===== src/assert_macros.svh =====
// Assertion helpers shared by the RTL; both sample on clk_i and
// stay quiet while rst_ni is low.
`ifndef ASSERT_MACROS_SVH
`define ASSERT_MACROS_SVH

// Check that a property holds.
`define ASSERT_CLK(lbl, prop, msg) \
  lbl: assert property (@(posedge clk_i) disable iff (!rst_ni) prop) else $error(msg);

// Check that an expression is never true.
`define ASSERT_NEVER(lbl, expr, msg) \
  lbl: assert property (@(posedge clk_i) disable iff (!rst_ni) !(expr)) else $error(msg);

`endif


===== src/pch_pkg.sv =====
package pch_pkg;

  // Sizes of the histogram
  localparam int unsigned CountWidthDef = 32;
  localparam int unsigned NumBins       = 95;
  localparam int unsigned BinW          = 7;
  localparam logic [7:0]  FirstPrint    = 8'd32;
  localparam logic [7:0]  LastPrint     = 8'd126;

  // Request codes
  localparam logic [1:0] ReqStart = 2'd0;
  localparam logic [1:0] ReqData  = 2'd1;
  localparam logic [1:0] ReqClose = 2'd2;
  localparam logic [1:0] ReqRead  = 2'd3;

  // Result kinds
  localparam logic [1:0] KindCount = 2'd0;
  localparam logic [1:0] KindFail  = 2'd1;
  localparam logic [1:0] KindBin   = 2'd2;

  typedef struct packed {
    logic [1:0]  req_type;
    logic [7:0]  data_byte;
    logic [31:0] expected_length;
    logic [6:0]  bin_index;
  } pch_req_t;

  typedef struct packed {
    logic [1:0]  result_kind;
    logic [31:0] result_value;
    logic [6:0]  result_bin;
  } pch_res_t;

  // Controller commands to the datapath
  typedef struct packed {
    logic accept;
    logic byte_upd;
    logic commit_rd;
    logic commit_wr;
    logic bin_rsp;
  } pch_cmd_t;

  // Datapath status to the controller
  typedef struct packed {
    logic [1:0] req_type;
    logic       sess_open;
    logic       last_byte;
    logic       last_idx;
  } pch_stat_t;

  typedef enum logic [2:0] {
    StIdle,
    StByteUpd,
    StCommitRd,
    StCommitWr,
    StBinRsp
  } pch_state_e;

endpackage


===== src/pch_ctrl.sv =====
module pch_ctrl (
  input  logic                clk_i,
  input  logic                rst_ni,
  input  logic                start_i,
  input  pch_pkg::pch_stat_t  stat_i,
  output pch_pkg::pch_cmd_t   cmd_o,
  output logic                busy_o
);
  import pch_pkg::*;

  pch_state_e state_q, state_d;

  // Next state
  always_comb begin
    state_d = state_q;
    case (state_q)
      StIdle: begin
        if (start_i) begin
          if (stat_i.req_type == ReqData && stat_i.sess_open) begin
            state_d = StByteUpd;
          end else if (stat_i.req_type == ReqRead) begin
            state_d = StBinRsp;
          end
        end
      end
      StByteUpd:  state_d = stat_i.last_byte ? StCommitRd : StIdle;
      StCommitRd: state_d = StCommitWr;
      StCommitWr: state_d = stat_i.last_idx ? StIdle : StCommitRd;
      StBinRsp:   state_d = StIdle;
      default:    state_d = StIdle;
    endcase
  end

  // Commands
  always_comb begin
    cmd_o  = '0;
    busy_o = 1'b1;
    case (state_q)
      StIdle: begin
        busy_o       = 1'b0;
        cmd_o.accept = start_i;
      end
      StByteUpd:  cmd_o.byte_upd  = 1'b1;
      StCommitRd: cmd_o.commit_rd = 1'b1;
      StCommitWr: cmd_o.commit_wr = 1'b1;
      StBinRsp:   cmd_o.bin_rsp   = 1'b1;
      default:    busy_o = 1'b1;
    endcase
  end

  always_ff @(posedge clk_i or negedge rst_ni) begin
    if (!rst_ni) begin
      state_q <= StIdle;
    end else begin
      state_q <= state_d;
    end
  end

endmodule


===== config.mk =====
export PLATFORM = sky130hd
export DESIGN_NAME = pch_ctrl
export DESIGN_NICKNAME = d
export VERILOG_FILES = /design/src/assert_macros.svh /design/src/pch_pkg.sv /design/src/pch_ctrl.sv
export SDC_FILE = /design/constraint.sdc
export NUM_CORES = 1
export LEC_CHECK = 0
export BUFFER_PORTS_ARGS = -buffer_cell sky130_fd_sc_hd__buf_2
export CORE_AREA = 2 2 39 41
export CTS_CLUSTER_SIZE = 24
export DETAILED_ROUTE_END_ITERATION = 12
export DIE_AREA = 0 0 41 43
export GPL_TIMING_DRIVEN = 0
export HOLD_SLACK_MARGIN = 0.08
export PLACE_DENSITY = 0.4
export SLEW_MARGIN = 20
export SYNTH_ARGS = -nofsm -noshare
export SYNTH_HDL_FRONTEND = slang
export SYNTH_SLANG_ARGS = --single-unit

===== constraint.sdc =====
create_clock -name clk_i -period 2.2 [get_ports clk_i]
set_input_delay 0.22 -clock clk_i [delete_from_list [all_inputs] [get_ports clk_i]]
set_output_delay 0.22 -clock clk_i [all_outputs]
set_load 0.005 [all_outputs]

# --- Word-level counts from Yosys, hierarchy flattened ---
# Index checks and enable logic that the tools add are counted.
totals:
  register_bits: 3
  inputBits: 8
  output_inout_bits: 6
  wordCells: 24
op_classes:
  eq_ne: 8
  muxes: 12
  n_reduce_logical: 3
op_table:
  columns: ["op", "count"]
  rows:
  - ["case mux 3 bit (4 select lines)", 1]
  - ["2-to-1 mux 3 bit", 3]
  - ["== test 3 x 2 -> 1 bit, second input constant", 2]
  - ["2-to-1 mux 1 bit", 6]
  - ["2-to-1 mux 2 bit", 2]
  - ["== test 3 x 1 -> 1 bit, second input constant", 1]
  - ["== test 3 bit, second input constant", 1]
  - ["zero test 3 bit", 1]
  - ["inequality test 3 bit, second input constant", 1]
  - ["== test 2 x 1 -> 1 bit, second input constant", 1]
  - ["== test 2 bit, second input constant", 1]
  - ["inequality test 2 bit, second input constant", 1]
  - ["AND reduction 2 bit", 1]
  - ["logical AND 1 bit", 1]

# --- Logic depth before layout (Yosys ltp) ---
depth:
  depth_word: 5
  ltp_mapped: 2
  ltp_nobuf: 2

# --- Worst setup path before layout ---
# OpenSTA, ideal clock, no wires.
synth_timing:
  path_type: "flip-flop to output port"
  startpoint: "register state_q[2]"
  endpoint: "output cmd_o[4] (netlist name)"
  arrival_ns: 0.934
  required_time_ns: 1.980
  path_slack_ns: 1.046
  stages_incl_launch_ff: 3
  path_buffers: 0
  path_cell_list: "dfrtp_1 > or3_4 > nor2_1"
synth_rtl:
  columns: ["element", "line_no", "rtl"]
  rows:
  - ["from (decl)", "pch_ctrl.sv:11", "pch_state_e state_q, state_d;"]
  - ["from (signal assigned)", "pch_ctrl.sv:53", "state_q <= StIdle;"]
  - ["from (signal assigned)", "pch_ctrl.sv:55", "state_q <= state_d;"]
  - ["to (decl)", "pch_ctrl.sv:6", "output pch_pkg::pch_cmd_t cmd_o,"]

==> impl_metrics.yaml <==
die:
  die-width_um: 41
  rows: 14
  die_y_um: 43
  io_pins: 14
  core_um2: 1380
  dieArea_um2: 1760
  start_util_pct: 12.7
worst_hold_path:
  hp-class: "primary input to flop"
  hp-start: "stat_i[4]"
placed_design:
  pre_cts_slack_ns: 0.942
  dp_hpwl_um: 335
  place.gp.congestion: 0.607
  placement.io_buffers: 13
global_route:
  antenna_found_initial: 0
  track_usage_pct: 6.75
  grt_max_degree: 9
  grt_pass1_wl_um: 717
  overflow: 0
  first_global_vias: 185
timing:
  hold_viol: 0
  setup_viol: 0
  rsz0062_at_grt: "no"
  fmax_ghz: 0.668
  min_period_over_period_pct: 68.1
  maxSlewViolCount: 0
  finClkSkew_ns: 0.00212
  setup_ws_ns: 0.702
  post-route-min-period_ns: 1.50
  maxSlewHeadroom_pct: 85.8
  setup_tns_ns: 0
  tightest_slew_ns: 0.214
  whs_ns: 0.243
clocking:
  cts.sink_count: 3
  cts_tree: "yes"
  postCtsResizedCells: 0
  clk_path_buf_depth: 2
  cts_buffers: 3
  path_clk_slew_ns: 0.04
  cts-root-buf: "clkbuf_4"
  htreeDepth: 1
  post-cts-setup-buffers: 0
  worstSkewPairLatency_ns: 0.23
run_status:
  status: "completed"
drt:
  postRouteAntennaNets: 0
  drtIter0Drc: 5
  post_drt_via_cell_ratio: 3.79
  drc_errors: 0
  totalWireLength_um: 439
  routedWlPerCell_um: 8.44
  vias: 197
  firstDrtPassIters: 2
synthesis:
  ys.flop_type: "dfrtp_1"
  yosysUniqueCellTypes: 13
  synth_area_per_cell_um2: 9.73
  synth_top_cells_by_count: "3 x dfrtp_1, 3 x nor3b_1, 2 x inv_1"
  synth.largest_area_cell: "dfrtp_1"
  async_reset_ff_share_pct: 100
  yosys_warnings: 0
  synth_area_um2: 175
  ys_ff_latch: 3
  synth_area_leaders: "dfrtp_1 43%, nor3b_1 13%, or3_4 6.4%"
  ys_seq_area_share_pct: 42.9
  yosysTopAreaCellShare_pct: 42.9
  synthCells: 18
  synth-edff-count: 0
  synth_nets: 26
critical_path:
  crit_path_end_kind: "primary output"
  required_ns: 1.98
  reg2reg_from: "state_q[2]"
  worstPathBufferInverterCount: 1
  startpoint_type: "flop"
  crit_arrival_ns: 1.28
  criticalPathCategory: "flop to primary output"
  crit_chain: "or3_4, nor2_1, buf_2"
  critical_path.max_stage_delay_ns: 0.43
  path_max_fanout: 7
  worst_path_max_delay_cell: "dfrtp_1"
  crit_family: "simple AND/OR/NAND/NOR gates"
  critPathLaunch: "state_q[2]"
finish:
  largestRegisters: "state_q (3)"
  nNetsFinal: 45
  n_antenna_cell: 0
  regMostFlops: "state_q"
  largest_reg_flops: 3
  drive_above_1_share_pct: 52.8
  syn_to_final_growth_pct: 69.3
flow_run:
  max-cap-violations: 0
power:
  peakVddDrop_mv: 0.284
  leakage_uw: 0.000149
  powerDensity_nw_per_um2: 1150
[per-layer routing]
layer	share of wire [%]	GRT usage [%]	wire length [µm]	vias up
met2	34	6.88	151	13
met3	13	4.71	56	0
met5	0	0	0	-
met1	53	7.79	231	82
li1	-	-	-	102
met4	0	8.00	0	0
[area by class of cell]
cell class	instances	area [µm²]
Sequential cell	3	75.1
Tap cell	16	20.0
Clock buffer	4	26.3
Fill cell	157	1090
Inverter	2	7.51
Timing Repair Buffer	14	75.1
Multi-Input combinational cell	13	92.6
[metrics by stage]
stage	total power (µW)	util, %	area, µm²	instances
2_1_floorplan	185	-	175	18
3_3_place_gp	249	18.8	260	47
3_5_place_dp	246	18.8	260	47
4_1_cts	351	21.4	297	52
5_1_grt	378	21.4	297	52
6_report	342	21.4	297	52
[layout by cell type (no fill, tap or decap)]
cell type	n
a211oi_1	1
a21bo_2	1
a21oi_1	1
buf_2	13
clkbuf_1	1
clkbuf_4	3
dfrtp_1	3
dlygate4sd3_1	1
inv_1	2
nand3_1	1
nand3b_1	1
nand4b_1	1
nor2_1	1
nor2_2	1
nor3_1	1
nor3b_1	3
or3_4	1
[power by group]
part	switching, µW	internal (µW)	total, µW
clock	28.3	67.9	96.2
combinational	56.4	83.4	140
sequential	30.9	74.8	106
total	116	226	342
[kinds of logic (layout without fill, tap and decap cells)]
group	count (synthesis)	in the layout	synth area share [%]
AND/OR/NAND/NOR	10	10	40.0
AO/OA/AOI/OAI	3	3	12.9
flip-flops	3	3	42.9
buffers and inverters	2	20	4.29
[worst reg2reg max path, delay by kind of cell (launching register included)]
kind / cells / cell delay [ns]
flops: 1 / 0.43
simple gates: 2 / 0.52
[path summary, 6_finish.rpt]
| check | end | slack, ns | depth (start not counted) |
|---|---|---|---|
| max | cmd_o[4] | 0.70 | 3 |
| min | state_q[2] | 0.24 | 3 |
| max reg2reg | state_q[2] | 1.18 | 2 |
| min reg2reg | state_q[1] | 0.54 | 1 |
| max in group asynchronous | state_q[0] | 1.78 | 2 |
| min in group asynchronous | state_q[1] | 0.31 | 2 |
[timing repair]
action	in CTS	in global routing
setup endpoints to repair	0	0
hold buffers	1	0
hold endpoints to repair	3	0
Note: power is estimated with default switching activity, not from simulation.
